## src/rtl/core/hti_pkg.sv

```systemverilog
// shared constants, types and codes of the heightfield triangle interpolator
`timescale 1ns / 1ps
`default_nettype none
package hti_pkg;

    localparam int GRID_CELLS    = 32;
    localparam int FRAC_BITS     = 8;
    localparam int VERTS_PER_ROW = GRID_CELLS + 1;
    localparam int STORE_DEPTH   = VERTS_PER_ROW * VERTS_PER_ROW;
    localparam int ADDR_W        = $clog2(STORE_DEPTH);
    localparam int CELL_W        = $clog2(GRID_CELLS);
    localparam int VTX_W         = $clog2(VERTS_PER_ROW);

    // field widths fixed by the interface
    localparam int POS_W    = 24;
    localparam int HEIGHT_W = 16;
    localparam int ORIGIN_W = 16;
    localparam int GRIDF_W  = 6;
    localparam int CELLO_W  = 5;

    // local position and its integer part
    localparam int LX_W    = ((POS_W > ORIGIN_W + FRAC_BITS) ? POS_W
                             : ORIGIN_W + FRAC_BITS) + 1;
    localparam int CELLF_W = LX_W - 1 - FRAC_BITS;

    // blend arithmetic
    localparam int W_W    = FRAC_BITS + 1;
    localparam int PROD_W = HEIGHT_W + W_W + 1;
    localparam int SUM_W  = PROD_W + 2;
    localparam int HALF   = 1 << (FRAC_BITS - 1);
    localparam logic [W_W-1:0] ONE = {1'b1, {FRAC_BITS{1'b0}}};

    // configuration port
    localparam int CFG_IDX_W  = 1;
    localparam int CFG_DATA_W = ORIGIN_W;
    localparam logic [CFG_IDX_W-1:0] REG_ORIGIN_X = 1'b0;
    localparam logic [CFG_IDX_W-1:0] REG_ORIGIN_Z = 1'b1;

    // operation codes
    localparam logic OP_WRITE = 1'b0;
    localparam logic OP_QUERY = 1'b1;

    typedef struct packed {
        logic                       operation;
        logic [GRIDF_W-1:0]         grid_x;
        logic [GRIDF_W-1:0]         grid_z;
        logic signed [HEIGHT_W-1:0] height_in;
        logic signed [POS_W-1:0]    pos_x;
        logic signed [POS_W-1:0]    pos_z;
    } t_in_word;

    typedef struct packed {
        logic signed [HEIGHT_W-1:0] height_out;
        logic                       upper_triangle;
        logic                       out_of_range;
        logic [CELLO_W-1:0]         cell_x;
        logic [CELLO_W-1:0]         cell_z;
        logic signed [HEIGHT_W-1:0] corner1_height;
        logic signed [HEIGHT_W-1:0] corner2_height;
        logic signed [HEIGHT_W-1:0] corner3_height;
    } t_out_word;

    // where a query lands in the chunk
    typedef struct packed {
        logic                 oor;
        logic                 upper;
        logic [CELL_W-1:0]    cx;
        logic [CELL_W-1:0]    cz;
        logic [FRAC_BITS-1:0] tx;
        logic [FRAC_BITS-1:0] tz;
    } t_loc;

endpackage
`default_nettype wire

```

## src/rtl/core/hti_locate.sv

```systemverilog
// origin subtract, cell split, range check and triangle pick for one query
`timescale 1ns / 1ps
`default_nettype none
module hti_locate (
    input  wire logic signed [hti_pkg::POS_W-1:0]    i_pos_x,
    input  wire logic signed [hti_pkg::POS_W-1:0]    i_pos_z,
    input  wire logic signed [hti_pkg::ORIGIN_W-1:0] i_origin_x,
    input  wire logic signed [hti_pkg::ORIGIN_W-1:0] i_origin_z,
    output hti_pkg::t_loc                            o_loc
);

    logic signed [hti_pkg::LX_W-1:0]    lx;
    logic signed [hti_pkg::LX_W-1:0]    lz;
    logic [hti_pkg::CELLF_W-1:0]        cell_x_full;
    logic [hti_pkg::CELLF_W-1:0]        cell_z_full;
    logic [hti_pkg::FRAC_BITS-1:0]      tx;
    logic [hti_pkg::FRAC_BITS-1:0]      tz;
    logic [hti_pkg::W_W-1:0]            t_sum;
    logic                               oor;

    always_comb begin
        lx = hti_pkg::LX_W'(i_pos_x)
             - (hti_pkg::LX_W'(i_origin_x) <<< hti_pkg::FRAC_BITS);
        lz = hti_pkg::LX_W'(i_pos_z)
             - (hti_pkg::LX_W'(i_origin_z) <<< hti_pkg::FRAC_BITS);
        cell_x_full = lx[hti_pkg::LX_W-2:hti_pkg::FRAC_BITS];
        cell_z_full = lz[hti_pkg::LX_W-2:hti_pkg::FRAC_BITS];
        tx = lx[hti_pkg::FRAC_BITS-1:0];
        tz = lz[hti_pkg::FRAC_BITS-1:0];
        t_sum = {1'b0, tx} + {1'b0, tz};
        oor = lx[hti_pkg::LX_W-1] || lz[hti_pkg::LX_W-1]
              || (cell_x_full >= hti_pkg::CELLF_W'(hti_pkg::GRID_CELLS))
              || (cell_z_full >= hti_pkg::CELLF_W'(hti_pkg::GRID_CELLS));

        o_loc = '0;
        o_loc.oor = oor;
        if (!oor) begin
            o_loc.upper = (t_sum > hti_pkg::ONE);
            o_loc.cx    = cell_x_full[hti_pkg::CELL_W-1:0];
            o_loc.cz    = cell_z_full[hti_pkg::CELL_W-1:0];
            o_loc.tx    = tx;
            o_loc.tz    = tz;
        end
    end

endmodule
`default_nettype wire

```

## config.mk

```make
export PLATFORM = sky130hd
export DESIGN_NAME = hti_locate
export DESIGN_NICKNAME = d
export VERILOG_FILES = /design/src/rtl/core/hti_pkg.sv /design/src/rtl/core/hti_locate.sv
export SDC_FILE = /design/constraint.sdc
export NUM_CORES = 1
export LEC_CHECK = 0
export ABC_AREA = 1
export BUFFER_PORTS_ARGS = -buffer_cell sky130_fd_sc_hd__buf_4
export CAP_MARGIN = 30
export CORE_ASPECT_RATIO = 1.25
export CORE_MARGIN = 2
export CORE_UTILIZATION = 48
export DETAILED_ROUTE_END_ITERATION = 10
export PLACE_DENSITY = 0.88
export SLEW_MARGIN = 10
export SYNTH_ARGS = -nofsm -noshare
export SYNTH_HDL_FRONTEND = slang
export SYNTH_SLANG_ARGS = --single-unit
```

## constraint.sdc

```tcl
create_clock -name vclk -period 2.25
set_input_delay 0.225 -clock vclk [all_inputs]
set_output_delay 0.225 -clock vclk [all_outputs]
set_load 0.005 [all_outputs]
```

==> results of run 1 <==
==> kinds of logic after synthesis <==
| kind of cell | Yosys count |
|---|---|
| XOR/XNOR | 14 |
| AND/OR/NAND/NOR | 319 |
| adder cells (fa/ha/maj) | 43 |
| buffers and inverters | 137 |
| AO/OA/AOI/OAI | 34 |
==> metrics by stage <==
stage / hold slack, ps / utilization
floorplan: 533.2 / -
global placement: 779.4 / 0.7206
detailed placement: 780.2 / 0.7206
CTS: 778.2 / 0.7389
global route: 801.3 / 0.8065
finish: 784.6 / 0.8065
==> synth_stat cells, drive strengths merged <==
library cell / instances / area share
a21oi: 23 / 0.040
fa: 3 / 0.020
nor2: 43 / 0.060
nand3: 39 / 0.075
or2: 4 / 0.0085
o21ai: 3 / 0.0051
xnor2: 4 / 0.012
nand2: 188 / 0.24
and2: 3 / 0.0081
a21o: 1 / 0.0026
xor2: 10 / 0.030
nand3b: 4 / 0.010
a31o: 1 / 0.0030
inv: 132 / 0.17
ha: 40 / 0.17
buf: 5 / 0.018
nand4: 7 / 0.015
nor3: 31 / 0.097
o21bai: 6 / 0.015
==> worst min-delay path, stage by stage <==
cell and delay [ps]:
buf_4 120, inv_1 50, nor3_2 40, buf_4 120
==> power by group through the flow <==
| stage | sequential [mW] | clock [mW] | combinational [mW] |
|---|---|---|---|
| final | 0 | 0 | 1.08 |
| after global routing | 0 | 0 | 1.18 |
| after CTS | 0 | 0 | 0.937 |
| after detailed placement | 0 | 0 | 0.918 |
| after global placement | 0 | 0 | 0.893 |
| after floorplan | 0 | 0 | 0.565 |
==> layout make-up <==
class	instances	area share
multi-input cells	410	0.5759
well taps	82	0.02172
repair buffers	167	0.2959
inverters	132	0.1065
==> metal layers <==
metal  vias up  wire [microns]
met5         -               0
met4         0             708
met3        74             667
met2       236            5865
met1      1874            3885
li1       2015               -
==> cells in the final DEF, fill, tap and decap left out, types with 2 or more instances in the layout <==
master	n
nand2_1	171
buf_4	154
inv_1	130
nor2_1	34
ha_1	34
nand3_1	28
nor3_4	23
a21oi_1	20
nand2_2	17
xor2_1	10
nand3_2	9
nand4_1	7
o21bai_1	6
nor2_2	5
buf_6	5
or2_1	4
nor2_4	4
nor3_1	4
nand3b_1	4
xnor2_1	4
nor3_2	4
ha_4	4
o21ai_0	3
a21oi_2	3
clkbuf_16	3
and2_4	2
nand3_4	2
fa_2	2
ha_2	2
buf_16	2
buf_12	2
==> how the worst max path moves through the flow <==
stage          startpoint        end  slack [ps]  cells after the start
6_report       i_pos_x[8]   o_loc[7]        -560                     17
5_1_grt        i_pos_x[8]   o_loc[7]        -650                     17
4_1_cts        i_pos_z[8]   o_loc[8]        -360                     19
3_5_place_dp   i_pos_z[8]  o_loc[16]        -440                     19
3_3_place_gp   i_pos_z[8]  o_loc[18]        -370                     18
2_1_floorplan  i_pos_z[8]  o_loc[27]         -30                     17
==> repair_timing <==
item / 4_1_cts / 5_1_grt
setup endpoints to repair: 28 / 28
pin swaps: 4 / 15
endpoints found under the hold margin: 0 / 0
cloned: 2 / 4
setup buffers: 3 / 2
resized for setup: 10 / 59
==> results.py, run 1 <==
metrics = {
    "outcome": {
        "outcome": "finished with violations",
        "violations": "negative setup slack",
    },
    "timing": {
        "hold_viol": 0,
        "grt_setup_unrepaired": "true",
        "period_share": 1.249,
        "tns_ps": -12570,
        "setup_viol": 28,
        "fin_crit_ps": 2811,
        "relSlewSlack": 0.7103,
        "final_max_slew_viol_count": 0,
        "max_freq_mhz": 355.8,
        "setup_ws_ps": -560.6,
        "worst_pin_slew_ps": 431.4,
    },
    "floorplan": {
        "start_util": 0.5022,
        "die_area_sq_mm": 0.006775,
        "core-area_sq_mm": 0.005857,
        "die_y_microns": 91.53,
        "ios": 108,
        "die_w_microns": 74.02,
        "core.rowCount": 31,
    },
    "place": {
        "post_dp_cell_area_sq_mm": 0.004220,
        "dp_hpwl_mm": 7.259,
        "dp_slack_ps": -440.5,
        "dp_cells": 780,
        "portBuffers": 108,
        "gp_congestion": 0.9192,
    },
    "global_routing": {
        "grt_pass1_vias": 3858,
        "overflow": 0,
        "met1_usage": 0.2869,
        "grt_busiest_layer": "met2",
        "met3_usage": 0.01443,
        "grt_pass1_wl_mm": 14.80,
        "globalRouteMet2Util": 0.4970,
        "antenna_found_initial": 0,
        "grt_max_degree": 26,
        "track_usage": 0.2555,
    },
    "setup_path": {
        "crit_chain": "buf_4, inv_1, ha_2, fa_2, inv_1, nand3_1, nand3_2, nand2_2, nand2_2, nand3_2, nand3_1, nand2_1, nor2_2, nand3_4, buf_12, nor3_4, buf_4",
        "path_max_fanout": 6,
        "max_stage_delay_ps": 360,
        "cp-start-kind": "input port",
        "cp_data_required_time_ps": 2030,
        "crit_family": "simple AND/OR/NAND/NOR gates",
        "crit_slowest_cell": "fa_2",
        "cp.arrival_ps": 2590,
        "critical_path_class": "in2out",
        "critPathCaptureType": "output pin",
        "path_buf_inv": 5,
    },
    "detailed_routing": {
        "vias": 4199,
        "wl_per_cell_microns": 14.07,
        "drc": 0,
        "postRouteAntennaNets": 0,
        "vias_per_cell": 5.308,
        "dr.pass1.iters": 6,
        "drtIter0Drc": 274,
        "wl_mm": 11.13,
    },
    "layout": {
        "layout.cells.non_filler": 791,
        "fin_area_sq_mm": 0.004723,
        "nets": 834,
        "antenna_cells": 0,
        "nClkBuffers": 0,
        "area_growth_pct": 60.57,
        "regArea_sq_um": 0,
        "multi_input_area_sq_mm": 0.002720,
        "seq_cells": 0,
        "drive_above_1_share": 0.3484,
        "nFillCells": 378,
    },
    "power_and_ir_drop": {
        "power.density_mw_per_mm2": 227.9,
        "ir_drop_v": 0.0001596,
        "total_power_mw": 1.076,
        "p_int_mw": 0.4796,
        "leakage_nw": 2.915,
        "p_switching_mw": 0.5966,
        "switching_share": 0.5543,
        "seqPwrFrac": 0,
        "pwr-share-comb": 1.000,
        "clkPwrFrac": 0,
    },
    "yosys": {
        "synthCells": 547,
        "ys_seq_area_frac": 0,
        "synth_top_family_by_area": "simple AND/OR/NAND/NOR gates",
        "synthMuxAreaShare": 0,
        "syn_avg_cell_area_sq_um": 5.378,
        "synth_area_sq_mm": 0.002942,
        "yosysWarnings": 0,
        "syn_nets": 670,
        "synth_compound_area_frac": 0.06635,
        "synth_fa_ha_area_frac": 0.1906,
        "synthSimpleGateAreaFrac": 0.5151,
        "synth.distinct_cells": 27,
        "synth_xor_xnor_area_share": 0.04168,
    },
    "run": {
        "cap_violations": 0,
    },
    "min_path": {
        "hold_depth": 4,
        "hold_start": "i_pos_x[6]",
        "hp-class": "in2out",
        "holdPathEnd": "o_loc[14]",
    },
    "clocking": {
        "cts_hold_buf": 0,
    },
}
Power figures use the tool's default switching activity.
==> run 2: changes to the inputs <==
==> constraint.sdc (replaced) <==
create_clock -name vclk -period 2.25
set_input_delay 0.1125 -clock vclk [all_inputs]
set_output_delay 0.1125 -clock vclk [all_outputs]
set_load 0.005 [all_outputs]
==> results.py, run 2 (synthesized netlist as in run 1, its figures left out) <==
metrics = {
    "power_and_ir_drop": {
        "ir_drop_v": 0.0001475,
        "total_power_mw": 1.093,
        "power.density_mw_per_mm2": 227.5,
        "leakage_nw": 2.818,
    },
    "floorplan": {
        "die_area_sq_mm": 0.006775,
        "die_w_microns": 74.02,
        "ios": 108,
        "core.rowCount": 31,
        "start_util": 0.5022,
        "die_y_microns": 91.53,
        "core-area_sq_mm": 0.005857,
    },
    "timing": {
        "setup_viol": 28,
        "relSlewSlack": 0.7650,
        "fin_crit_ps": 2617,
        "max_freq_mhz": 382.2,
        "final_max_slew_viol_count": 0,
        "setup_ws_ps": -366.6,
        "tns_ps": -8728,
        "worst_pin_slew_ps": 351.3,
        "period_share": 1.163,
        "grt_setup_unrepaired": "true",
        "hold_viol": 0,
    },
    "global_routing": {
        "track_usage": 0.2755,
        "grt_max_degree": 20,
        "grt_pass1_vias": 3709,
        "overflow": 0,
        "antenna_found_initial": 0,
        "grt_pass1_wl_mm": 15.46,
    },
    "layout": {
        "nClkBuffers": 0,
        "nFillCells": 391,
        "regArea_sq_um": 0,
        "final_cell_mix": "nand2_1, buf_4, inv_1, nor2_1, nand3_1",
        "antenna_cells": 0,
        "nets": 823,
        "seq_cells": 0,
        "drive_above_1_share": 0.3811,
        "area_growth_pct": 63.29,
        "final_common_cell": "nand2_1",
    },
    "detailed_routing": {
        "wl_mm": 11.85,
        "drc": 0,
        "vias": 4269,
        "postRouteAntennaNets": 0,
        "wl_per_cell_microns": 15.19,
        "dr.pass1.iters": 5,
        "vias_per_cell": 5.473,
        "drtIter0Drc": 280,
    },
    "min_path": {
        "hp-class": "in2out",
        "holdPathEnd": "o_loc[15]",
        "hold_start": "i_pos_x[7]",
        "hold_depth": 4,
    },
    "setup_path": {
        "cp-start-kind": "input port",
        "cp.arrival_ps": 2500,
        "critical_path_class": "in2out",
        "critPathCaptureType": "output pin",
        "path_max_fanout": 6,
        "cp_data_required_time_ps": 2140,
    },
    "outcome": {
        "violations": "negative setup slack",
        "outcome": "finished with violations",
    },
    "clocking": {
        "cts_hold_buf": 0,
    },
    "place": {
        "gp_congestion": 0.9491,
        "dp_hpwl_mm": 7.324,
        "portBuffers": 108,
    },
    "run": {
        "cap_violations": 0,
    },
}
## run 2: changes by cell type in the layout (fill, tap and decap cells not counted), sizes merged
| cell | delta |
|---|---|
| buf | -10 |
| clkbuf | -1 |
## run 2: report_power, final
| part | switching (mW) | leakage (nW) | internal, mW |
|---|---|---|---|
| Combinational | 0.621 | 2.82 | 0.471 |
| Sequential | 0 | 0 | 0 |
| Clock | 0 | 0 | 0 |
## run 2: metrics by stage
stage	instance area (sq um)	instances	worst slack, ps	util	hold WS [ps]
after floorplan	2942	547	122.2	-	308.2
after global placement	4030	759	-304.9	0.6881	549.9
after detailed placement	4030	759	-352.8	0.6881	556.0
after CTS	4333	774	-199.2	0.7398	553.3
after global routing	4803	780	-446.2	0.8201	581.1
final	4803	780	-366.6	0.8201	556.2
## run 2: worst max path at each step
stage | startpoint | to | slack [ps] | cells past startpoint
after floorplan | i_pos_z[8] | o_loc[27] | 120 | 17
after global placement | i_pos_z[8] | o_loc[6] | -300 | 19
after detailed placement | i_pos_z[8] | o_loc[17] | -350 | 19
after CTS | i_pos_z[8] | o_loc[16] | -200 | 20
after global routing | i_origin_x[3] | o_loc[6] | -450 | 15
final | i_origin_x[10] | o_loc[6] | -370 | 18
## run 2: repair_timing
item / CTS / global route
pin swaps: 14 / 15
resized for setup: 33 / 83
buffers inserted: 12 / 3
gates cloned: 3 / 3
setup endpoints to repair: 28 / 28
## run 2: metal layers
| metal | global-route usage | vias up | routed length, microns |
|---|---|---|---|
| met5 | 0 | - | 0 |
| met4 | 0.09394 | 0 | 787 |
| met3 | 0.02664 | 88 | 938 |
| met2 | 0.5082 | 286 | 5959 |
| met1 | 0.3178 | 1906 | 4161 |
| li1 | - | 1989 | - |
## run 2: critical path: stages
cell	delay, ps
buf_4	100
inv_1	40
ha_2	290
nand2_1	140
inv_1	70
a21oi_2	170
nor3_1	70
nor2_1	260
nand2_1	120
nand2_1	90
nand2_2	50
nor2_2	100
buf_4	130
nand3_4	120
buf_4	180
buf_12	140
nor3_4	150
buf_4	140
## run 2: cell type report
cell class	instances	area (sq um)	area share
inverter	132	498.0	0.1037
multi-input combinational	410	2858	0.5949
tap	82	102.6	0.02136
timing repair buffer	156	1345	0.2800
==> run 3: changes to the inputs <==
- CORE_MARGIN: 2 -> not set
- CORE_UTILIZATION: 48 -> 40
- PLACE_DENSITY: 0.88 -> 0.76
==> results.py, run 3 (synthesized netlist as in run 1, its figures left out) <==
metrics = {
    "setup_path": {
        "cp.arrival_ps": 2240,
        "cp-start-kind": "input port",
        "critPathCaptureType": "output pin",
        "path_max_fanout": 9,
        "cp_data_required_time_ps": 2140,
        "critical_path_class": "in2out",
    },
    "global_routing": {
        "grt_max_degree": 20,
        "antenna_found_initial": 0,
        "overflow": 0,
        "grt_pass1_vias": 3497,
        "grt_pass1_wl_mm": 13.71,
        "track_usage": 0.2068,
    },
    "layout": {
        "drive_above_1_share": 0.3358,
        "area_growth_pct": 50.96,
        "seq_cells": 0,
        "final_common_cell": "nand2_1",
        "final_cell_mix": "nand2_1, buf_4, inv_1, nand3_1, nor2_1",
        "antenna_cells": 0,
        "layout.cells.non_filler": 772,
        "nClkBuffers": 0,
        "nets": 807,
        "regArea_sq_um": 0,
        "utilization": 0.6326,
    },
    "timing": {
        "setup_viol": 27,
        "worst_pin_slew_ps": 218.8,
        "max_freq_mhz": 424.7,
        "tns_ps": -1714,
        "hold_viol": 0,
        "setup_ws_ps": -104.4,
        "grt_setup_unrepaired": "true",
        "fin_crit_ps": 2354,
        "relSlewSlack": 0.8526,
        "period_share": 1.046,
        "final_max_slew_viol_count": 0,
    },
    "floorplan": {
        "die_y_microns": 97.88,
        "die_w_microns": 78.70,
        "core.rowCount": 34,
        "ios": 108,
        "core-area_sq_mm": 0.007019,
        "start_util": 0.4191,
        "die_area_sq_mm": 0.007703,
    },
    "detailed_routing": {
        "drc": 0,
        "drtIter0Drc": 93,
        "postRouteAntennaNets": 0,
        "route.top_layer_used": "met4",
        "dr.pass1.iters": 4,
        "wl_met1_mm": 3.456,
        "vias": 3720,
        "wl_mm": 8.688,
        "met3_length_microns": 295,
        "vias_per_cell": 4.819,
        "wl_per_cell_microns": 11.25,
        "dr_wl_met2_mm": 4.787,
    },
    "run": {
        "cap_violations": 0,
    },
    "place": {
        "portBuffers": 108,
        "dp_cells": 763,
        "gp_congestion": 0.8834,
        "dp_hpwl_mm": 7.077,
    },
    "outcome": {
        "outcome": "finished with violations",
        "violations": "negative setup slack",
    },
    "power_and_ir_drop": {
        "ir_drop_v": 0.0001057,
        "leakage_nw": 2.595,
        "total_power_mw": 0.9526,
        "power.density_mw_per_mm2": 214.5,
    },
    "clocking": {
        "cts_hold_buf": 0,
    },
    "min_path": {
        "hp-class": "in2out",
    },
}
run 3: per-layer routing:
metal / vias to the layer above / track usage
met5: - / 0
met4: 0 / 0.02707
li1: 1957 / -
met2: 101 / 0.4288
met3: 12 / 0.002804
met1: 1650 / 0.2314
run 3: path summary, 6_finish.rpt:
kind | endpoint | slack [ps] | cells past startpoint | startpoint
max | o_loc[0] | -100 | 14 | i_pos_z[15]
min | o_loc[13] | 560 | 4 | i_pos_x[5]
run 3: power breakdown:
| part | internal, mW | switching (mW) | leakage [nW] |
|---|---|---|---|
| registers | 0 | 0 | 0 |
| clock network | 0 | 0 | 0 |
| logic | 0.432 | 0.521 | 2.59 |
run 3: critical path: stages:
cell	delay (ps)
buf_4	110
ha_1	360
nand2_2	140
inv_1	70
a21oi_2	210
nand2_4	90
nand2_1	60
nand2_1	50
xor2_1	150
nor2_2	170
nand3_4	180
clkbuf_16	220
nor3_2	160
buf_4	150
run 3: timing repair:
action | 4_1_cts | 5_1_grt
pin swaps | 6 | 9
buffers inserted | 3 | 2
setup endpoints to repair | 28 | 28
gates cloned | 0 | 4
resized for setup | 24 | 42
run 3: cell type report:
| class | count | area [sq um] |
|---|---|---|
| timing repair buffer | 140 | 1165 |
| fill | 661 | 2579 |
| multi-input combinational | 410 | 2665 |
| tap | 90 | 112.6 |
| inverter | 132 | 498.0 |
run 3: metrics by stage:
step	area, sq um	worst slack (ps)	hold slack, ps
finish	4441	-104.4	555.4
CTS	4134	-52.05	558.8
global placement	4010	-192.6	555.6
detailed placement	4010	-222.2	558.6
global route	4441	-217.4	568.1
floorplan	2942	122.2	308.2
